--- src/rtl/cpac_pkg.sv ---
// Shared types, constants and helper functions for the camera pitch angle correction block.
`timescale 1ns / 1ps

package cpac_pkg;

    localparam int CORDIC_STAGES = 16;
    localparam int VAL_W = 34;
    localparam int QBITS = 30;
    localparam int UNIT_SHIFT = 16;
    localparam int ANG90 = 9000;
    localparam int ANG180 = 18000;
    localparam int GAIN_INV = 652032875;
    localparam int DIV_BITS = 16;
    localparam int NUM_W = 47;
    localparam int REM_W = 50;

    typedef logic signed [VAL_W-1:0] val_t;
    typedef logic signed [14:0] angle_t;

    typedef enum logic [0:0] {
        REG_CAMERA_PITCH      = 1'b0,
        REG_HEIGHT_DIFFERENCE = 1'b1
    } cfg_reg_t;

    // Status that leaves the divider together with the quotient.
    typedef struct packed {
        logic        ovf;
        logic [15:0] quot;
    } div_stat_t;

    // Arctangent of 2^-i in units of 1/65536 hundredth of a degree.
    function automatic val_t atan_unit(input int i);
        val_t r;
        case (i)
            0:  r = val_t'(294912000);
            1:  r = val_t'(174096719);
            2:  r = val_t'(91987925);
            3:  r = val_t'(46694507);
            4:  r = val_t'(23437865);
            5:  r = val_t'(11730358);
            6:  r = val_t'(5866610);
            7:  r = val_t'(2933484);
            8:  r = val_t'(1466764);
            9:  r = val_t'(733385);
            10: r = val_t'(366693);
            11: r = val_t'(183346);
            12: r = val_t'(91673);
            13: r = val_t'(45837);
            14: r = val_t'(22918);
            15: r = val_t'(11459);
            16: r = val_t'(5730);
            17: r = val_t'(2865);
            18: r = val_t'(1432);
            19: r = val_t'(716);
            20: r = val_t'(358);
            21: r = val_t'(179);
            22: r = val_t'(90);
            23: r = val_t'(45);
            24: r = val_t'(22);
            25: r = val_t'(11);
            26: r = val_t'(6);
            27: r = val_t'(3);
            28: r = val_t'(1);
            29: r = val_t'(1);
            default: r = '0;
        endcase
        return r;
    endfunction

    // Rounds an internal angle to hundredths (half away from zero) and clamps it.
    function automatic logic signed [17:0] round_clamp(input val_t v, input int lim);
        logic [VAL_W-1:0] mag;
        logic [VAL_W-1:0] sum;
        logic signed [17:0] r;
        logic signed [17:0] l;
        mag = v[VAL_W-1] ? VAL_W'(-v) : VAL_W'(v);
        sum = mag + (VAL_W'(1) << (UNIT_SHIFT - 1));
        r = v[VAL_W-1] ? -$signed({1'b0, sum[UNIT_SHIFT+16:UNIT_SHIFT]})
                       : $signed({1'b0, sum[UNIT_SHIFT+16:UNIT_SHIFT]});
        l = 18'(lim);
        if (r > l)
        begin
            r = l;
        end
        else if (r < -l)
        begin
            r = -l;
        end
        return r;
    endfunction

endpackage

--- src/rtl/cpac_mulq.sv ---
// Two-stage Q30 multiplier with rounding half away from zero.
`timescale 1ns / 1ps

module cpac_mulq
    import cpac_pkg::*;
(
    input  logic clk,
    input  logic ce,
    input  val_t a,
    input  val_t b,
    output val_t p
);

    logic [2*VAL_W-3:0] prod_reg;
    logic               neg_reg;
    val_t               p_reg;

    logic [VAL_W-1:0]   a_mag;
    logic [VAL_W-1:0]   b_mag;
    logic [2*VAL_W-3:0] rnd;

    assign a_mag = a[VAL_W-1] ? VAL_W'(-a) : VAL_W'(a);
    assign b_mag = b[VAL_W-1] ? VAL_W'(-b) : VAL_W'(b);
    assign rnd   = prod_reg + ((2*VAL_W-2)'(1) << (QBITS - 1));

    always_ff @(posedge clk)
    begin
        if (ce)
        begin
            prod_reg <= a_mag[VAL_W-2:0] * b_mag[VAL_W-2:0];
            neg_reg  <= a[VAL_W-1] ^ b[VAL_W-1];
            p_reg    <= neg_reg ? -$signed(rnd[QBITS+VAL_W-1:QBITS])
                                : $signed(rnd[QBITS+VAL_W-1:QBITS]);
        end
    end

    assign p = p_reg;

endmodule

--- config.mk ---
export PLATFORM = sky130hd
export DESIGN_NAME = cpac_mulq
export DESIGN_NICKNAME = d
export VERILOG_FILES = /design/src/rtl/cpac_pkg.sv /design/src/rtl/cpac_mulq.sv
export SDC_FILE = /design/constraint.sdc
export NUM_CORES = 2
export LEC_CHECK = 0
export BUFFER_PORTS_ARGS = -buffer_cell sky130_fd_sc_hd__buf_2
export CAP_MARGIN = 20
export CORE_ASPECT_RATIO = 2
export CORE_MARGIN = 2
export CORE_UTILIZATION = 55
export DETAILED_ROUTE_END_ITERATION = 16
export PLACE_DENSITY = 0.72
export SYNTH_ARGS = -nofsm -noshare
export SYNTH_HDL_FRONTEND = slang
export SYNTH_SLANG_ARGS = --single-unit
--- constraint.sdc ---
create_clock -name clk -period 14.9 [get_ports clk]
set_clock_uncertainty 0.2 [all_clocks]
set_input_delay 1.49 -clock clk [delete_from_list [all_inputs] [get_ports clk]]
set_output_delay 1.49 -clock clk [all_outputs]
set_load 0.005 [all_outputs]
# == Yosys cells after proc, flatten, opt, wreduce, memory -nomap -nowiden ==
# Index checks and enable logic that the tools add are counted.
# Widths: inputs -> output; s select.
# word_totals
input_bits,70
regBits,99
wordCells,12
# op_classes
mux,3
n_bitwise,1
n_mul,1
add_sub_neg,4
# op_table
cell,n
$mux 33,2
$neg 33->33,2
$add 64x30->64 const B,1
$mul 33x33->64,1
$mux 34,1
$neg 34->34,1
$xor 1x1->1,1

# == Depth between registers and ports, before layout ==
# depth
ltp_word,3
mapped_depth,37
ltp_nobuf,34

# == Least setup slack after synthesis ==
# OpenSTA, ideal clock, no wires.
# synth_path
path_kind,input port to flip-flop
start,in a[0]
end,reg prod_reg[61] (data pin)
arrival_time_ps,10555
path_buffers,3
cell_stages,33
slack_ps,3887
cell_sequence,clkbuf_1 -> inv_1 -> clkbuf_1 -> ha_1 -> nand3b_1 -> or3_1 -> nor2_1 -> nand2_1 -> o31ai_1 -> xor2_1 -> buf_2 -> nor2_1 -> fa_1 -> inv_1 -> fa_1 -> fa_1 -> fa_1 -> inv_1 -> fa_1 -> fa_1 -> fa_1 -> fa_1 -> ha_1 -> nand3_1 -> or3_1 -> a311oi_1 -> nor4b_1 -> o31a_1 -> o21ai_4 -> a41oi_4 -> o211ai_1 -> a21oi_1 -> xnor2_1
# synth_via
elab_chain_len,3
# synth_rtl
item,line_no,text
"start, declared",cpac_mulq.sv:9,"input val_t a,"
$neg 33->33,cpac_mulq.sv:22,assign a_mag = a[VAL_W-1] ? VAL_W'(-a) : VAL_W'(a);
$mux 33 (*),cpac_mulq.sv:22,
$mul 33x33->64 (*),cpac_mulq.sv:30,prod_reg <= a_mag[VAL_W-2:0] * b_mag[VAL_W-2:0];
"end signal, assigned",cpac_mulq.sv:30,
"end, declared",cpac_mulq.sv:14,logic [2*VAL_W-3:0] prod_reg;
# Mark *: on every way between the ends. The rest lies on a longest branch, timed or not.
# A chain may end at the register's enable or synchronous reset.

# == Worst setup path in the final report ==
# layout_path
start,in b[8]
end,reg prod_reg[46] (data pin)
# layout_via
elab_chain_len,3
# layout_rtl
item,line_no,text
"start, declared",cpac_mulq.sv:10,"input val_t b,"
$neg 33->33,cpac_mulq.sv:23,assign b_mag = b[VAL_W-1] ? VAL_W'(-b) : VAL_W'(b);
$mux 33 (*),cpac_mulq.sv:23,
$mul 33x33->64 (*),cpac_mulq.sv:30,
# Marks and branches as above.

==> impl_metrics.json <==
{
  "area_growth_pct": 6.97,
  "crit_required_ns": 14.78,
  "start_kind": "primary input",
  "core_mm2": 0.0686,
  "num_io_pins": 104,
  "async_flop_share": 0,
  "final_area_mm2": 0.0407,
  "max_cap_violations": 0,
  "clock_latency_ns": 0.34,
  "htreeDepth": 3,
  "critPathMaxStageDelay_ns": 0.89,
  "grtUsageTotal": 0.403,
  "relSlewSlack": 0.175,
  "largest_reg_flops": 35,
  "path_clk_slew_ns": 0.05,
  "synth_fp_nets": 5552,
  "yosys_most_used_dff": "edfxtp_1",
  "syn_inst": 4276,
  "ctsLongestPathBuffers": 2,
  "crit_arrival_ns": 12.19,
  "start_util": 0.555,
  "slowest_stage": "o41ai_1",
  "ys_ff_latch": 70,
  "first_iter_violations": 2570,
  "grt_pass1_wl_um": 205000,
  "status": "finished clean",
  "slew_viol_final": 0,
  "via_per_inst": 6.03,
  "overflow": 0,
  "numCtsBuffers": 9,
  "drc": 0,
  "num-fill-cells": 5990,
  "worstHoldPathType": "reg2reg",
  "cts_root_buffer": "clkbuf_16",
  "whs_ns": 0.556,
  "cts_resized": 0,
  "setup_tns_ns": 0,
  "portBuffers": 103,
  "netlist_top_cells_area": "fa_1 50%, inv_1 9.7%, ha_1 8.2%",
  "holdBufCountCts": 0,
  "synth.top_cell.area_share": 0.503,
  "finalCriticalPeriod_ns": 12.31,
  "post_cts_buffers": 0,
  "synthesis.area_mm2": 0.0380,
  "max_freq_ghz": 0.0812,
  "yosysMostFrequentCell": "inv_1",
  "die_w_um": 190,
  "drive_gt1_frac": 0.0720,
  "synth_edf_count": 70,
  "avgSynthCellArea_um2": 8.89,
  "firstDrtPassIters": 5,
  "grt_pass1_vias": 34800,
  "placed_area_mm2": 0.0403,
  "die_y_um": 376,
  "worstPathMaxFanout": 23,
  "wl_per_cell_um": 26.3,
  "cts_tree": "built",
  "die-area_mm2": 0.0714,
  "critPathKind": "in2reg",
  "hold_viol": 0,
  "rsz0062_at_grt": "no",
  "vias": 31600,
  "yosysTopAreaCell": "fa_1",
  "crit_path_end_kind": "register",
  "routed_wl_um": 138000,
  "gp_congestion": 1.06,
  "yosys-top-cells-count": "984 x inv_1, 956 x fa_1, 632 x nand2_1, 574 x nor2_1, 250 x ha_1",
  "num_rows": 136,
  "antenna_found_initial": 16,
  "cts.sinks": 70,
  "final.period_utilization": 0.826,
  "crit_path_frequent_cell": "fa_1",
  "worst-slew-pin-transition_ns": 1.23,
  "yosysWarnings": 0,
  "synth_seq_area_share": 0.0553,
  "dpl.hpwl_um": 107000,
  "grt_max_degree": 71,
  "setup_viol": 0,
  "final_nets": 5607,
  "drtAntennaViolNets": 0,
  "ys_types": 73
}
-- layout make-up --
cell class	count	area (µm²)	share of cell area
well taps	897	1120	0.0276
diodes	11	27.5	0.000677
inverters	984	3690	0.0908
clock inverters	6	87.6	0.00215
clock buffers	9	225	0.00554
repair buffers	225	1440	0.0354
multi-input cells	3041	32000	0.786
flip-flops and latches	70	2100	0.0517
-- metal layers --
metal  part of all wire  track usage
met1               0.28        0.390
met2               0.48        0.665
met3               0.11        0.119
met4               0.14        0.407
met5            0.00068            0
-- cell families (layout without fill, tap and decap cells) --
kind of cell | after synthesis | in the layout | synth area share
fa+ha+maj | 1206 | 1206 | 0.585
mux | 6 | 6 | 0.00161
compound gates | 237 | 237 | 0.0423
simple gates | 1356 | 1356 | 0.145
flops | 70 | 70 | 0.0553
buf+inv | 1165 | 1224 | 0.116
other cells | 0 | 11 | 0
xor+xnor | 236 | 236 | 0.0545
-- per-stage QoR --
stage          utilization  cells  worst slack (ns)
6_report             0.593   5243              2.59
5_1_grt              0.593   5234              2.30
4_1_cts              0.593   5230              2.97
3_5_place_dp         0.588   5215              2.62
3_3_place_gp         0.587   5212              2.33
2_1_floorplan            -   4276              3.89
-- worst max-delay path: cells and delay by family --
family | cells | cell delay (ns)
fa+ha+maj | 9 | 4.28
compound gates | 7 | 2.65
simple gates | 8 | 2.54
xor+xnor | 2 | 0.61
buf+inv | 6 | 0.57
-- placed cells by master, fill, tap and decap left out, types with 6 or more instances in the layout --
cell type | Yosys | final
or3_1 | 13 | 13
xnor2_1 | 146 | 123
clkbuf_16 | 0 | 9
nand2_1 | 632 | 632
nand4_1 | 21 | 21
nor3_1 | 19 | 19
nor2_1 | 574 | 574
o41ai_1 | 8 | 8
buf_4 | 2 | 119
a31oi_1 | 15 | 15
buf_2 | 8 | 104
and3_1 | 14 | 14
xor2_1 | 89 | 77
or2_2 | 6 | 6
or4_1 | 10 | 10
a21oi_1 | 58 | 58
o31ai_1 | 21 | 21
o21ai_0 | 45 | 45
xnor2_4 | 0 | 11
a21o_1 | 31 | 31
nand3_1 | 25 | 25
xor2_2 | 0 | 7
edfxtp_1 | 70 | 70
fa_1 | 956 | 956
inv_1 | 984 | 984
ha_1 | 250 | 250
diode_2 | 0 | 11
nand2b_1 | 7 | 7
nor4_1 | 9 | 9
xnor2_2 | 1 | 13
-- worst paths after layout --
check               startpoint            to  slack [ns]  cells past startpoint
setup / recovery          b[8]  prod_reg[46]        2.59                     32
hold / removal    prod_reg[30]          p[0]        0.56                      1
setup reg to reg  prod_reg[29]         p[30]       10.73                     11
hold reg to reg   prod_reg[30]          p[0]        0.56                      1
Power is not shown: default switching activity piles up to over one toggle a cycle in this logic, so the estimate is an artifact.
