### src/rtl/cpac_pkg.sv
// Shared types, constants and helper functions for the camera pitch angle correction block.
`timescale 1ns / 1ps

package cpac_pkg;

    localparam int CORDIC_STAGES = 16;
    localparam int VAL_W = 34;
    localparam int QBITS = 30;
    localparam int UNIT_SHIFT = 16;
    localparam int ANG90 = 9000;
    localparam int ANG180 = 18000;
    localparam int GAIN_INV = 652032875;
    localparam int DIV_BITS = 16;
    localparam int NUM_W = 47;
    localparam int REM_W = 50;

    typedef logic signed [VAL_W-1:0] val_t;
    typedef logic signed [14:0] angle_t;

    typedef enum logic [0:0] {
        REG_CAMERA_PITCH      = 1'b0,
        REG_HEIGHT_DIFFERENCE = 1'b1
    } cfg_reg_t;

    // Status that leaves the divider together with the quotient.
    typedef struct packed {
        logic        ovf;
        logic [15:0] quot;
    } div_stat_t;

    // Arctangent of 2^-i in units of 1/65536 hundredth of a degree.
    function automatic val_t atan_unit(input int i);
        val_t r;
        case (i)
            0:  r = val_t'(294912000);
            1:  r = val_t'(174096719);
            2:  r = val_t'(91987925);
            3:  r = val_t'(46694507);
            4:  r = val_t'(23437865);
            5:  r = val_t'(11730358);
            6:  r = val_t'(5866610);
            7:  r = val_t'(2933484);
            8:  r = val_t'(1466764);
            9:  r = val_t'(733385);
            10: r = val_t'(366693);
            11: r = val_t'(183346);
            12: r = val_t'(91673);
            13: r = val_t'(45837);
            14: r = val_t'(22918);
            15: r = val_t'(11459);
            16: r = val_t'(5730);
            17: r = val_t'(2865);
            18: r = val_t'(1432);
            19: r = val_t'(716);
            20: r = val_t'(358);
            21: r = val_t'(179);
            22: r = val_t'(90);
            23: r = val_t'(45);
            24: r = val_t'(22);
            25: r = val_t'(11);
            26: r = val_t'(6);
            27: r = val_t'(3);
            28: r = val_t'(1);
            29: r = val_t'(1);
            default: r = '0;
        endcase
        return r;
    endfunction

    // Rounds an internal angle to hundredths (half away from zero) and clamps it.
    function automatic logic signed [17:0] round_clamp(input val_t v, input int lim);
        logic [VAL_W-1:0] mag;
        logic [VAL_W-1:0] sum;
        logic signed [17:0] r;
        logic signed [17:0] l;
        mag = v[VAL_W-1] ? VAL_W'(-v) : VAL_W'(v);
        sum = mag + (VAL_W'(1) << (UNIT_SHIFT - 1));
        r = v[VAL_W-1] ? -$signed({1'b0, sum[UNIT_SHIFT+16:UNIT_SHIFT]})
                       : $signed({1'b0, sum[UNIT_SHIFT+16:UNIT_SHIFT]});
        l = 18'(lim);
        if (r > l)
        begin
            r = l;
        end
        else if (r < -l)
        begin
            r = -l;
        end
        return r;
    endfunction

endpackage

### src/rtl/cpac_divide.sv
// Pipelined restoring divider for the rounded distance quotient, one bit per stage.
`timescale 1ns / 1ps

module cpac_divide
    import cpac_pkg::*;
(
    input  logic             clk,
    input  logic             ce,
    input  logic [NUM_W-1:0] num,
    input  val_t             den,
    output div_stat_t        stat
);

    logic [REM_W-1:0]    rem_reg  [0:DIV_BITS];
    logic [VAL_W-2:0]    d_reg    [0:DIV_BITS];
    logic [DIV_BITS-1:0] quot_reg [0:DIV_BITS];
    logic                ovf_reg  [0:DIV_BITS];

    logic [REM_W-1:0] n0;
    logic [REM_W-1:0] d_top;

    // Adding half the divisor makes the truncating quotient round to nearest.
    assign n0    = REM_W'(num) + REM_W'(den[VAL_W-2:1]);
    assign d_top = REM_W'(den[VAL_W-2:0]) << DIV_BITS;

    always_ff @(posedge clk)
    begin
        if (ce)
        begin
            rem_reg[0]  <= n0;
            d_reg[0]    <= den[VAL_W-2:0];
            quot_reg[0] <= '0;
            ovf_reg[0]  <= (n0 >= d_top);
        end
    end

    for (genvar j = 0; j < DIV_BITS; j++)
    begin : g_stage
        logic [REM_W-1:0] dsh;
        assign dsh = REM_W'(d_reg[j]) << (DIV_BITS - 1 - j);

        always_ff @(posedge clk)
        begin
            if (ce)
            begin
                if (rem_reg[j] >= dsh)
                begin
                    rem_reg[j+1] <= rem_reg[j] - dsh;
                    quot_reg[j+1] <= quot_reg[j] | (DIV_BITS'(1) << (DIV_BITS - 1 - j));
                end
                else
                begin
                    rem_reg[j+1] <= rem_reg[j];
                    quot_reg[j+1] <= quot_reg[j];
                end
                d_reg[j+1]   <= d_reg[j];
                ovf_reg[j+1] <= ovf_reg[j];
            end
        end
    end

    assign stat.ovf  = ovf_reg[DIV_BITS];
    assign stat.quot = quot_reg[DIV_BITS];

endmodule

### config.mk
export PLATFORM = sky130hd
export DESIGN_NAME = cpac_divide
export DESIGN_NICKNAME = d
export VERILOG_FILES = /design/src/rtl/cpac_pkg.sv /design/src/rtl/cpac_divide.sv
export SDC_FILE = /design/constraint.sdc
export NUM_CORES = 2
export LEC_CHECK = 0
export ABC_AREA = 1
export BUFFER_PORTS_ARGS = -buffer_cell sky130_fd_sc_hd__buf_4
export CORE_MARGIN = 8
export CORE_UTILIZATION = 55
export DETAILED_ROUTE_END_ITERATION = 7
export PLACE_DENSITY = 0.72
export SKIP_CTS_REPAIR_TIMING = 1
export SYNTH_ARGS = -nofsm -noshare
export SYNTH_HDL_FRONTEND = slang
export SYNTH_SLANG_ARGS = --single-unit
export TNS_END_PERCENT = 30
### constraint.sdc
create_clock -name clk -period 7.5 [get_ports clk]
set_clock_uncertainty 0.1 [all_clocks]
set_input_delay 0.375 -clock clk [delete_from_list [all_inputs] [get_ports clk]]
set_output_delay 0.375 -clock clk [all_outputs]
set_load 0.02 [all_outputs]
Yosys cells after proc, flatten, opt, wreduce, memory -nomap -nowiden
Memory sizes are Yosys's and may differ from the RTL's.
Index checks and enable logic that the tools add are counted.
{"block": "totals", "ff_bits": 0, "mem_count": 4, "ram_bits": 1700, "in_bits": 83, "elab_cells": 200}
{"name": "rem_reg", "depth": 17, "word_bits": 50, "read_ports": 16, "rd_clocked_by_memory_dff": 0, "write_ports": 17, "line_no": "cpac_divide.sv:14", "source": "logic [REM_W-1:0] rem_reg [0:DIV_BITS];"}
{"name": "d_reg", "depth": 17, "word_bits": 33, "read_ports": 16, "rd_clocked_by_memory_dff": 0, "write_ports": 17, "line_no": "cpac_divide.sv:15", "source": "logic [VAL_W-2:0] d_reg [0:DIV_BITS];"}
{"name": "quot_reg", "depth": 17, "word_bits": 16, "read_ports": 17, "rd_clocked_by_memory_dff": 0, "write_ports": 17, "line_no": "cpac_divide.sv:16", "source": "logic [DIV_BITS-1:0] quot_reg [0:DIV_BITS];"}
{"name": "ovf_reg", "depth": 17, "word_bits": 1, "read_ports": 17, "rd_clocked_by_memory_dff": 0, "write_ports": 17, "line_no": "cpac_divide.sv:17", "source": "logic ovf_reg [0:DIV_BITS];"}
{"block": "op_classes", "muxes": 130, "order_cmp": 17, "n_addsub": 17, "bitwise_logic": 32}
{"operator": "2-to-1 mux 50 bit", "n": 16}
{"operator": "2-to-1 mux 16 bit", "n": 16}
{"operator": "2-to-1 mux 1 bit", "n": 98}
{"operator": "greater-or-equal comparator 50 x 33 -> 1 bit", "n": 1}
{"operator": "greater-or-equal comparator 50 x 34 -> 1 bit", "n": 1}
{"operator": "greater-or-equal comparator 50 x 35 -> 1 bit", "n": 1}
{"operator": "greater-or-equal comparator 50 x 36 -> 1 bit", "n": 1}
{"operator": "greater-or-equal comparator 50 x 37 -> 1 bit", "n": 1}
{"operator": "greater-or-equal comparator 50 x 38 -> 1 bit", "n": 1}
{"operator": "greater-or-equal comparator 50 x 39 -> 1 bit", "n": 1}
{"operator": "greater-or-equal comparator 50 x 40 -> 1 bit", "n": 1}
{"operator": "greater-or-equal comparator 50 x 41 -> 1 bit", "n": 1}
{"operator": "greater-or-equal comparator 50 x 42 -> 1 bit", "n": 1}
{"operator": "greater-or-equal comparator 50 x 43 -> 1 bit", "n": 1}
{"operator": "greater-or-equal comparator 50 x 44 -> 1 bit", "n": 1}
{"operator": "greater-or-equal comparator 50 x 45 -> 1 bit", "n": 1}
{"operator": "greater-or-equal comparator 50 x 46 -> 1 bit", "n": 1}
{"operator": "greater-or-equal comparator 50 x 47 -> 1 bit", "n": 1}
{"operator": "greater-or-equal comparator 50 x 48 -> 1 bit", "n": 1}
{"operator": "greater-or-equal comparator 50 bit", "n": 1}
{"operator": "subtractor 50 x 33 -> 50 bit", "n": 1}
{"operator": "subtractor 50 x 34 -> 50 bit", "n": 1}
{"operator": "subtractor 50 x 35 -> 50 bit", "n": 1}
{"operator": "subtractor 50 x 36 -> 50 bit", "n": 1}
{"operator": "14 further kinds", "n": 45}

Depth between registers and ports, before layout
An unclocked memory read counts as a cell.
{"block": "logic_depth", "word_depth": 6, "depth_mapped": 26, "mapped_depth_nobuf": 26}

Least setup slack after synthesis
OpenSTA, ideal clock, no wires.
{"block": "synth_path", "kind": "input to register", "startpoint": "input port num[0]", "endpoint": "memory ovf_reg[0][0] (data pin)", "path_buffers": 0, "setup_time_ns": 0.259, "slack_ns": 4.255, "required_ns": 7.141, "arrival_ns": 2.886, "path_stages": 25, "cell_sequence": "ha_1 inv_1 fa_1 inv_1 nand3_1 nand3_1 nand2_1 nand3_1 nand2_1 nand2_1 nand2_1 nand2_1 xor2_1 ha_1 nand2_1 nor2_1 and2_1 nand2_1 nand3_1 nand2_1 nand2_1 nand2_1 nand2_1 nand2_1 nand3_1"}
{"item": "start: declaration", "line_no": "cpac_divide.sv:9", "source": "input logic [NUM_W-1:0] num,"}
{"item": "end: declaration", "line_no": "cpac_divide.sv:17"}

==> impl_metrics.env <==
export IMPL_status="complete, no violations"
export IMPL_hold_path_class="input port to register"
export IMPL_final_setup_viol_count=0
export IMPL_synth_nets=14069
export IMPL_io_buffers=98
export IMPL_fin_crit_ps=4692
export IMPL_drv_cap=0
export IMPL_yosysUniqueCellTypes=57
export IMPL_drc=0
export IMPL_grt_max_degree=172
export IMPL_async_reset_ff_share_pct=0
export IMPL_cts_sink_count=1480
export IMPL_slowest_delay_ps=550
export IMPL_slowest_stage="dlygate4sd3_1"
export IMPL_ys_seq_area_share_pct=43.30
export IMPL_hold_depth=3
export IMPL_rsz0062_at_grt="no"
export IMPL_cts_root_buf="clkbuf_16"
export IMPL_wire_per_inst_um=23.15
export IMPL_power_density_nw_per_um2=370.1
export IMPL_synth_warnings=0
export IMPL_largest_reg_flops=799
export IMPL_hold_viol=0
export IMPL_worst_slew_pin_slew_ps=1329
export IMPL_cp_end_kind="register"
export IMPL_crit_cells=28
export IMPL_grt_usage_pct=35.90
export IMPL_start_util_pct=55.35
export IMPL_fp_dieW_um=448.0
export IMPL_worstHoldEndpoint="rem_reg[0][35]"
export IMPL_syn_area_um2=102600
export IMPL_max_slew_margin_rel_pct=10.58
export IMPL_max_clock_freq_mhz=213.1
export IMPL_die_h_um=448.0
export IMPL_hpwlAfterDp_mm=307.1
export IMPL_synth_edf_count=1480
export IMPL_clkTransAtPathRegs_ps=60
export IMPL_layout_nets=14257
export IMPL_worst_r2r_cell_count=11
export IMPL_cts_tree="built"
export IMPL_ir_drop_mv=0.3310
export IMPL_cp_required_ps=8090
export IMPL_clk_latency_ps=840
export IMPL_overflow=0
export IMPL_startpoint="den[1]"
export IMPL_drive_gt1_share_pct=4.381
export IMPL_num_fill_cells=16721
export IMPL_final_cell_area_um2=111100
export IMPL_drtAntennaViolNets=0
export IMPL_drt_iter0_drc=12383
export IMPL_p_leak_uw=0.05083
export IMPL_cp_common_cell="nand2_1"
export IMPL_ctsHtreeMaxLevel=4
export IMPL_crit_buf_inv=4
export IMPL_timing_setup_tns_ps=0
export IMPL_ys_flop_type="edfxtp_1"
export IMPL_grt_pass1_vias=88180
export IMPL_hp_start="num[35]"
export IMPL_rrSetupSlack_ps=3290
export IMPL_coreArea_um2=185400
export IMPL_clockBufferDepth=3
export IMPL_cts_inserted_buffers=156
export IMPL_first_pass_iters=8
export IMPL_postSynthAreaPerCell_um2=7.681
export IMPL_via_count=94674
export IMPL_critPathLaunchType="input port"
export IMPL_synthToLayoutAreaGrowth_pct=8.263
export IMPL_io_pins=100
export IMPL_utilization_pct=59.92
export IMPL_antenna_found_initial=11
export IMPL_rows=158
export IMPL_synthCells=13362
export IMPL_r2r_start="d_reg[0][231]"
export IMPL_crit_type="input port to register"
export IMPL_drt_total_wl_mm=374.1
export IMPL_crit_fanout=5
export IMPL_gp_congestion=1.047
export IMPL_fin_crit_sh_pct=62.57
export IMPL_via_per_inst=5.860
export IMPL_critPathArrivalTime_ps=5280
export IMPL_report_final_slew_viol_count=0
export IMPL_place_area_um2=105800
export IMPL_reg2reg_to="rem_reg[8][8]"
export IMPL_grt_first_pass_wirelength_mm=544.0
export IMPL_die_area_um2=200700
export IMPL_crit_family="simple AND/OR/NAND/NOR gates"
export IMPL_ys_ff_latch=1480
worst min-delay path: cells and delay by family:
kind                     cells  cell delay (ps)
adder cells (fa/ha/maj)      1              200
XOR/XNOR                     1              150
buffers and inverters        1               90
cell families (layout without fill, tap and decap cells):
group,after synthesis,count (layout),share of synthesized area [%]
buffers and inverters,2311,2623,8.950
adder cells (fa/ha/maj),624,624,7.724
other,0,3,0
AO/OA/AOI/OAI,1573,1573,8.335
AND/OR/NAND/NOR,7028,7028,28.74
XOR/XNOR,346,346,2.953
flip-flops,1480,1480,43.30
synthesized netlist by cell type (all sizes together) (56+ instances only):
cell type | instances | area [um^2]
ha | 608 | 7607
nand2 | 4073 | 15580
nor3 | 174 | 929.6
xor2 | 185 | 1620
nand3 | 861 | 4369
inv | 2180 | 8203
nor2 | 1472 | 5630
edfxtp | 1480 | 44440
nor4 | 56 | 390.4
xnor2 | 161 | 1410
nand4 | 228 | 1433
o21ai | 635 | 3411
a21oi | 788 | 4041
nand3b | 103 | 773.2
buf | 105 | 884.6
stage by stage:
stage,std cells,setup slack (ps),power [uW],hold slack (ps)
2_1_floorplan,13362,4255,25920,300.3
3_3_place_gp,15837,2667,32640,300.5
3_5_place_dp,15837,2673,32850,304.5
4_1_cts,16119,3343,40550,-383.0
5_1_grt,16155,2617,43380,58.49
6_report,16157,2808,41130,77.27
layout make-up:
type	count	area (um^2)	area share, %
multi-input cells	9571	49010	44.11
flip-flops and latches	1480	44440	40.00
clock inverters	100	982.2	0.8839
well taps	2480	3103	2.793
clock buffers	182	4001	3.601
diodes	3	7.507	0.006756
repair buffers	160	1359	1.223
inverters	2181	8207	7.386
layout by cell type, fill, tap and decap left out, types with 31 or more instances in the layout:
master         synthesis  final
nand4_1              227    227
a21oi_1              766    766
nor4_1                51     51
nor3_1               166    166
edfxtp_1            1480   1480
xnor2_1              161    161
o21ai_1               44     44
o21ai_2               62     62
nand3b_1             103    103
nand2_2               47     47
nand2_1             4008   4008
nor2_1              1438   1438
buf_4                 26    120
clkinv_1               1     31
nand3_1              849    849
xor2_1               185    185
inv_1               2164   2164
o21bai_1              48     48
ha_1                 608    608
clkbuf_16              0    156
dlygate4sd3_1          0     35
o21ai_0              529    529
where the power goes:
part / switching, uW / internal, uW
Combinational: 13700 / 6150
Clock: 3460 / 4160
Sequential: 1910 / 11800
Total: 19000 / 22100
routing by layer:
metal | GRT usage, % | wire length [um] | share of wire [%] | up-vias
met2 | 58.16 | 168500 | 45 | 5394
met1 | 46.73 | 146300 | 39 | 44032
met5 | 0 | 27 | 0.0072 | -
li1 | - | - | - | 44093
met3 | 5.726 | 34670 | 9.3 | 1151
met4 | 18.56 | 24560 | 6.6 | 4
worst max path at each step:
stage                          to
floorplan           ovf_reg[0][0]
global placement    ovf_reg[0][0]
CTS                 rem_reg[8][8]
detailed placement  ovf_reg[0][0]
finish              ovf_reg[0][0]
global route        ovf_reg[0][0]
(Power assumes the default switching activity.)
