<file path="config.mk">
export PLATFORM = sky130hd
export DESIGN_NAME = cpac_rotate
export DESIGN_NICKNAME = d
export VERILOG_FILES = /design/src/rtl/cpac_pkg.sv /design/src/rtl/cpac_rotate.sv
export SDC_FILE = /design/constraint.sdc
export NUM_CORES = 2
export LEC_CHECK = 0
export BUFFER_PORTS_ARGS = -buffer_cell sky130_fd_sc_hd__buf_2
export CAP_MARGIN = 20
export CORE_UTILIZATION = 65
export CTS_CLUSTER_SIZE = 40
export DETAILED_ROUTE_END_ITERATION = 12
export PLACE_DENSITY = 0.81
export SLEW_MARGIN = 30
export SYNTH_ARGS = -nofsm -noshare
export SYNTH_HDL_FRONTEND = slang
export SYNTH_SLANG_ARGS = --single-unit
</file>
<file path="constraint.sdc">
create_clock -name clk -period 6.3 [get_ports clk]
set_clock_uncertainty 0.1 [all_clocks]
set_input_delay 0.945 -clock clk [delete_from_list [all_inputs] [get_ports clk]]
set_output_delay 0.945 -clock clk [all_outputs]
set_load 0.005 [all_outputs]
</file>
<file path="src/rtl/cpac_pkg.sv">
// Shared types, constants and helper functions for the camera pitch angle correction block.
`timescale 1ns / 1ps

package cpac_pkg;

    localparam int CORDIC_STAGES = 16;
    localparam int VAL_W = 34;
    localparam int QBITS = 30;
    localparam int UNIT_SHIFT = 16;
    localparam int ANG90 = 9000;
    localparam int ANG180 = 18000;
    localparam int GAIN_INV = 652032875;
    localparam int DIV_BITS = 16;
    localparam int NUM_W = 47;
    localparam int REM_W = 50;

    typedef logic signed [VAL_W-1:0] val_t;
    typedef logic signed [14:0] angle_t;

    typedef enum logic [0:0] {
        REG_CAMERA_PITCH      = 1'b0,
        REG_HEIGHT_DIFFERENCE = 1'b1
    } cfg_reg_t;

    // Status that leaves the divider together with the quotient.
    typedef struct packed {
        logic        ovf;
        logic [15:0] quot;
    } div_stat_t;

    // Arctangent of 2^-i in units of 1/65536 hundredth of a degree.
    function automatic val_t atan_unit(input int i);
        val_t r;
        case (i)
            0:  r = val_t'(294912000);
            1:  r = val_t'(174096719);
            2:  r = val_t'(91987925);
            3:  r = val_t'(46694507);
            4:  r = val_t'(23437865);
            5:  r = val_t'(11730358);
            6:  r = val_t'(5866610);
            7:  r = val_t'(2933484);
            8:  r = val_t'(1466764);
            9:  r = val_t'(733385);
            10: r = val_t'(366693);
            11: r = val_t'(183346);
            12: r = val_t'(91673);
            13: r = val_t'(45837);
            14: r = val_t'(22918);
            15: r = val_t'(11459);
            16: r = val_t'(5730);
            17: r = val_t'(2865);
            18: r = val_t'(1432);
            19: r = val_t'(716);
            20: r = val_t'(358);
            21: r = val_t'(179);
            22: r = val_t'(90);
            23: r = val_t'(45);
            24: r = val_t'(22);
            25: r = val_t'(11);
            26: r = val_t'(6);
            27: r = val_t'(3);
            28: r = val_t'(1);
            29: r = val_t'(1);
            default: r = '0;
        endcase
        return r;
    endfunction

    // Rounds an internal angle to hundredths (half away from zero) and clamps it.
    function automatic logic signed [17:0] round_clamp(input val_t v, input int lim);
        logic [VAL_W-1:0] mag;
        logic [VAL_W-1:0] sum;
        logic signed [17:0] r;
        logic signed [17:0] l;
        mag = v[VAL_W-1] ? VAL_W'(-v) : VAL_W'(v);
        sum = mag + (VAL_W'(1) << (UNIT_SHIFT - 1));
        r = v[VAL_W-1] ? -$signed({1'b0, sum[UNIT_SHIFT+16:UNIT_SHIFT]})
                       : $signed({1'b0, sum[UNIT_SHIFT+16:UNIT_SHIFT]});
        l = 18'(lim);
        if (r > l)
        begin
            r = l;
        end
        else if (r < -l)
        begin
            r = -l;
        end
        return r;
    endfunction

endpackage

</file>
<file path="src/rtl/cpac_rotate.sv">
// Pipelined rotation-mode CORDIC giving the cosine and sine of an angle in hundredths.
`timescale 1ns / 1ps

module cpac_rotate
    import cpac_pkg::*;
(
    input  logic   clk,
    input  logic   ce,
    input  angle_t angle,
    output val_t   cos_q,
    output val_t   sin_q
);

    val_t x_reg [0:CORDIC_STAGES];
    val_t y_reg [0:CORDIC_STAGES];
    val_t z_reg [0:CORDIC_STAGES];
    logic flip_reg [0:CORDIC_STAGES];
    val_t cos_reg;
    val_t sin_reg;

    logic signed [15:0] a_ext;
    logic signed [15:0] a_red;
    logic               a_flip;

    // Angles beyond a right angle are folded back and both results negated.
    always_comb
    begin
        a_ext  = {angle[14], angle};
        a_red  = a_ext;
        a_flip = 1'b0;
        if (a_ext > 16'(ANG90))
        begin
            a_red  = a_ext - 16'(ANG180);
            a_flip = 1'b1;
        end
        else if (a_ext < -16'(ANG90))
        begin
            a_red  = a_ext + 16'(ANG180);
            a_flip = 1'b1;
        end
    end

    always_ff @(posedge clk)
    begin
        if (ce)
        begin
            x_reg[0]    <= val_t'(GAIN_INV);
            y_reg[0]    <= '0;
            z_reg[0]    <= val_t'(a_red) <<< UNIT_SHIFT;
            flip_reg[0] <= a_flip;
        end
    end

    for (genvar i = 0; i < CORDIC_STAGES; i++)
    begin : g_stage
        always_ff @(posedge clk)
        begin
            if (ce)
            begin
                if (!z_reg[i][VAL_W-1])
                begin
                    x_reg[i+1] <= x_reg[i] - (y_reg[i] >>> i);
                    y_reg[i+1] <= y_reg[i] + (x_reg[i] >>> i);
                    z_reg[i+1] <= z_reg[i] - atan_unit(i);
                end
                else
                begin
                    x_reg[i+1] <= x_reg[i] + (y_reg[i] >>> i);
                    y_reg[i+1] <= y_reg[i] - (x_reg[i] >>> i);
                    z_reg[i+1] <= z_reg[i] + atan_unit(i);
                end
                flip_reg[i+1] <= flip_reg[i];
            end
        end
    end

    always_ff @(posedge clk)
    begin
        if (ce)
        begin
            cos_reg <= flip_reg[CORDIC_STAGES] ? -x_reg[CORDIC_STAGES] : x_reg[CORDIC_STAGES];
            sin_reg <= flip_reg[CORDIC_STAGES] ? -y_reg[CORDIC_STAGES] : y_reg[CORDIC_STAGES];
        end
    end

    assign cos_q = cos_reg;
    assign sin_q = sin_reg;

endmodule

</file>
======== Yosys cells after proc, flatten, opt, wreduce, memory -nomap -nowiden ========
Memory sizes are Yosys's and may differ from the RTL's.
Index checks and enable logic that the tools add are counted.
word-level totals
  bits of input ports ..................... 17
  memories kept ........................... 4
  bits in registers ....................... 68
  output and inout bits ................... 68
  memory bits (writable) .................. 1751
  word-level logic and storage cells ...... 307
operators by class
  add/sub/neg operators ................... 99
  muxes and demuxes ....................... 152
  order comparisons ....................... 2
  bitwise logic cells ..................... 48
memory list
  memory    words  width  read ports  clocked after memory_dff  wr ports  line               source
  x_reg     17     34     17          0                         17        cpac_rotate.sv:14  val_t x_reg [0:CORDIC_STAGES];
  y_reg     17     34     17          0                         17        cpac_rotate.sv:15  val_t y_reg [0:CORDIC_STAGES];
  z_reg     17     34     16          0                         17        cpac_rotate.sv:16  val_t z_reg [0:CORDIC_STAGES];
  flip_reg  17     1      17          0                         17        cpac_rotate.sv:17  logic flip_reg [0:CORDIC_STAGES];
operators by type and width
  kind              count
  $mux W34          50
  $mux W1           100
  $add A34 B19 Y34  2
  $add A34 B20 Y34  2
  $add A34 B21 Y34  2
  $add A34 B22 Y34  2
  $add A34 B23 Y34  2
  $add A34 B24 Y34  2
  $add A34 B25 Y34  2
  $add A34 B26 Y34  2
  $add A34 B27 Y34  2
  $add A34 B28 Y34  2
  $add A34 B29 Y34  2
  $add A34 B30 Y34  2
  $add A34 B31 Y34  2
  $add A34 B32 Y34  2
  $add A34 B33 Y34  2
  $neg A34 Y34      2
  $sub A34 B19 Y34  2
  $sub A34 B20 Y34  2
  $sub A34 B21 Y34  2
  $sub A34 B22 Y34  2
  $sub A34 B23 Y34  2
  $sub A34 B24 Y34  2
  49 further kinds  107

======== Depth between registers and ports, before layout ========
  depth after elaboration ................. 4
  depth in mapped cells ................... 22
  depth with buffers taken out ............ 21

======== Worst setup path after synthesis ========
Ideal clock, no wire load.
  path kind ............................... in2reg
  start ................................... input ce
  end ..................................... memory y_reg[3][26] (netlist name), data pin
  arrival ................................. 5.389 ns
  data required time ...................... 5.939 ns
  slack ................................... 0.550 ns
  setup time .............................. 0.261 ns
  buffers on the path ..................... 3
  cell stages on the path ................. 17
  path through ............................ clkbuf_1 nand2_1 clkinv_1 clkbuf_1 buf_1 nor2_1 xnor2_1 ha_1 nor2b_1 o31a_1 or3_1 a311o_1 a41oi_1 o21ai_1 o41ai_2 o22ai_1 a311o_1
RTL lines
  item                line               source
  start: declaration  cpac_rotate.sv:8   input logic ce,
  end: declaration    cpac_rotate.sv:15

==> impl_summary.log <==
[metrics] outcome: finished, final reports clean
[metrics] Max Slew Vio Count: 0
[metrics] clock transition time at the flip-flop clock pins of the worst setup and hold paths: ~0.060 ns
[metrics] Max Buffers Root-to-Sink: 3
[metrics] adder-cell share of the synthesized area: approximately 14%
[metrics] max reg flops: 511
[metrics] data required time at the worst endpoint: between 6 and 7 ns
[metrics] met3 usage: around 4.3%
[metrics] post-detailed-route DRC marker count: 0
[metrics] family with the most delay on the worst path: simple AND/OR/NAND/NOR gates
[metrics] synthesized area per cell: ~9.5 um^2
[metrics] peak fanout along the critical path: 5
[metrics] Synth Register Bits: approximately 1500
[metrics] XOR/XNOR share of the synthesized area: approximately 13%
[metrics] met1 global-route usage: 44.6%
[metrics] hold_buf cts: 0
[metrics] reg-to-reg endpoint: y_reg[3][31]$_DFFE_PP_
[metrics] post-route setup TNS: 0 ns
[metrics] IO buf count: 84
[metrics] via total after detailed routing: 108000
[metrics] Top FF cell, synth: edfxtp_1
[metrics] core footprint: about 0.2 mm^2
[metrics] TritonCTS clock tree: done
[metrics] full die area: a little over 0.2 mm^2
[metrics] final-report hold violation count: 0
[metrics] share of layout cells above drive strength 1: approximately 4.7%
[metrics] wire per inst: about 21 um
[metrics] Setup Viol. Count Final: 0
[metrics] IO Pins: between 80 and 90
[metrics] sequential area share after synthesis: 35.3%
[metrics] routability congestion estimate from global placement: ~1.0
[metrics] First DRT Iteration DRCs: between 10000 and 15000
[metrics] Final Critical Period: ~5.7 ns
[metrics] global-route total usage across every layer: 33.3%
[metrics] count of unique library cells instantiated by Yosys: 93
[metrics] Mapped Area: around 0.13 mm^2
[metrics] Worst Hold Endpoint: z_reg[0][18]$_DFFE_PP_
[metrics] CP max-delay cell: or4_1
[metrics] maximum number of pins on one net before global-route repair: 183
[metrics] net count of the finished layout: 15300
[metrics] count of instances resized after the clock tree is built: 0
[metrics] Num CTS Buffers: approximately 170
[metrics] critical path's largest stage delay: slightly above 0.6 ns
[metrics] number of global-route vias before repair: approximately 100k
[metrics] Mapped Cells: between 10000 and 15000
[metrics] Worst path most repeated cell: nand2_1
[metrics] total of warnings raised by yosys: 0
[metrics] met2 track demand over resource: a little under three fifths
[metrics] via count normalized by instance count: around 6.5
[metrics] type of the worst setup path: reg2reg
[metrics] HPWL after detailed placement: 273000 um
[metrics] simple-gate portion of the synthesized area: 13.5%
[metrics] Fmax achieved: between 0.15 and 0.2 GHz
[metrics] number of buffers and inverters on the critical path: 0
[metrics] height of the chip: 452 um
[metrics] Post-synth EDFFs: between 1500 and 2000
[metrics] depth of the worst hold-timing path: 1
[metrics] clock sink count: around 1500
[metrics] fraction of synthesis flops using an asynchronous set or reset pin: 0%
[metrics] routing layer with the top usage in global route: met2
[metrics] dominant combinational cell family by area after synthesis: compound AO/OA/AOI/OAI gates
[metrics] Tightest Pin Transition: around 1 ns
[metrics] Compound-Gate Fraction of Synth Area: 21.1%
[metrics] period utilization: 91.1%
[metrics] cell row count: 164
[metrics] synth-to-layout area growth: 6.98%
[metrics] Arrival @ worst endpoint: roughly 6.2 ns
[metrics] remaining max-slew budget at the tightest pin: between 30% and 40%
[metrics] postcts setup bufs: 0
[metrics] cell breakdown of the critical path: or4_1 -> or4_1 -> or3_1 -> nor3_2 -> nand2_1 -> o41a_1 -> nand2_1 -> o21ai_0 -> ha_1 -> nand2_1 -> o21ai_0 -> or3_1 -> o31a_1 -> o21ai_1 -> o211ai_1 -> a21o_1 -> a211o_1 -> a31oi_1 -> xnor2_1
[metrics] die boundary width: between 400 and 500 um
[metrics] Worst-Skew Late Latency: roughly 0.85 ns
[metrics] first-pass GRT wire length: 554000 um
[metrics] number of max-cap violations: 0
[metrics] fillcell total: 15100
[metrics] Critical Path Sink Type: register
[metrics] H-tree levels: 4
[metrics] starting density of the core: 65.6%
[metrics] gr ovfl total: 0
[metrics] R2R setup slack: approximately 0.56 ns
[metrics] root cell of the clock tree: clkbuf_16
[metrics] class of the worst hold path: in2reg
[metrics] element type at the critical path start: register
[metrics] source of the worst hold timing path: angle[2]
[metrics] Post-Route WL: roughly 350000 um
[metrics] unrepaired setup endpoints after global routing: false
[metrics] portion of netlist area occupied by mux cells: less than 1%
[metrics] path depth of the worst reg2reg path: 19
[metrics] initial antenna violation count: 3
[metrics] Worst R2R Start: x_reg[2][12]$_DFFE_PP_
[metrics] residual antenna-violating net count after detailed routing: 0
[metrics] iteration count of the initial detailed-routing pass: 7
[layout by cell type (no fill, tap or decap), types with 43 or more instances in the layout]
master,netlist,layout
o211ai_1,61,61
ha_1,1400,1400
or3_1,127,127
or4_1,43,43
nor4_1,72,71
clkbuf_16,0,175
o31a_1,52,52
inv_1,511,509
or2_2,68,68
buf_4,0,84
nor2_1,1019,1019
nor3_1,331,331
o21ai_0,720,720
a31oi_1,138,138
mux2_2,51,51
xnor2_1,1253,1253
a211oi_1,127,124
mux2i_1,72,72
xor2_1,661,661
nand2b_1,208,208
nand2_1,797,789
buf_2,2,83
nand3_1,300,300
a21o_1,753,753
and3_1,132,132
o21bai_1,193,193
and2_1,64,64
o41ai_1,49,48
nor2b_1,206,206
edfxtp_1,1549,1549
o21a_1,186,186
o31ai_1,180,180
nand4_1,132,132
a21oi_1,1428,1428
[metrics by stage]
stage          area (um^2)  hold slack (ns)  util [%]  std cells  setup slack, ns
6_report            141000            0.244      70.2      16700            0.564
5_1_grt             141000            0.213      70.2      16700            0.308
4_1_cts             141000            0.195      70.2      16700            0.643
3_5_place_dp        135000            0.307      67.3      16400            0.408
3_3_place_gp        135000            0.302      67.3      16400            0.429
2_1_floorplan       132000            0.300         -      13800            0.550
[worst max-delay path by stage]
| stage | start | to | slack, ns | cells after the start |
|---|---|---|---|---|
| after detailed placement | ce | y_reg[16][33]$_DFFE_PP_ | 0.41 | 16 |
| final | x_reg[2][12]$_DFFE_PP_ | y_reg[3][31]$_DFFE_PP_ | 0.56 | 19 |
| after global placement | ce | y_reg[16][33]$_DFFE_PP_ | 0.43 | 16 |
| after global routing | y_reg[2][9]$_DFFE_PP_ | x_reg[3][33]$_DFFE_PP_ | 0.31 | 16 |
| after CTS | x_reg[2][12]$_DFFE_PP_ | y_reg[3][31]$_DFFE_PP_ | 0.64 | 19 |
| after floorplan | ce | y_reg[3][26]$_DFFE_PP_ | 0.55 | 17 |
[logic make-up after synthesis]
family	count (synthesis)
muxes	123
xor gates and xnor gates	1914
other	2
AOI/OAI and AO/OA	4328
DFF	1549
and+or+nand+nor	3642
buffers and inverters	842
adders and majority gates	1441
[layer usage]
| layer | wire length, um | up-vias |
|---|---|---|
| met5 | 10 | - |
| met4 | 12000 | 2 |
| met3 | 23700 | 677 |
| met2 | 165000 | 3990 |
| met1 | 151000 | 51700 |
| li1 | - | 51800 |
[synth_stat cells (138+ instances only)]
master | count | area share (%)
a21oi_1 | 1428 | 5.4
o31ai_1 | 180 | 1.0
xor2_1 | 661 | 4.4
o21ai_0 | 720 | 2.7
a21o_1 | 753 | 4.3
nor3_1 | 331 | 1.3
o21bai_1 | 193 | 1.1
nor2b_1 | 206 | 0.98
xnor2_1 | 1253 | 8.3
nand2_1 | 797 | 2.3
nand2b_1 | 208 | 0.99
clkbuf_1 | 296 | 0.84
nor2_1 | 1019 | 2.9
edfxtp_1 | 1549 | 35
a31oi_1 | 138 | 0.66
ha_1 | 1400 | 13
nand3_1 | 300 | 1.1
inv_1 | 511 | 1.5
o21a_1 | 186 | 1.1
[layout make-up]
class                           instances  area (um^2)  area share, %
Antenna cell                            2         5.00        0.00355
Clock inverter                        126         1300          0.923
Inverter                              517         1940           1.38
Multi-Input combinational cell      11500        82000           58.2
Clock buffer                          194         4450           3.16
Timing Repair Buffer                  178         1250          0.891
Sequential cell                      1549        46500           33.0
Tap cell                             2656         3320           2.36
Power is not shown: default switching activity piles up to over one toggle a cycle in this logic, so the estimate is an artifact.
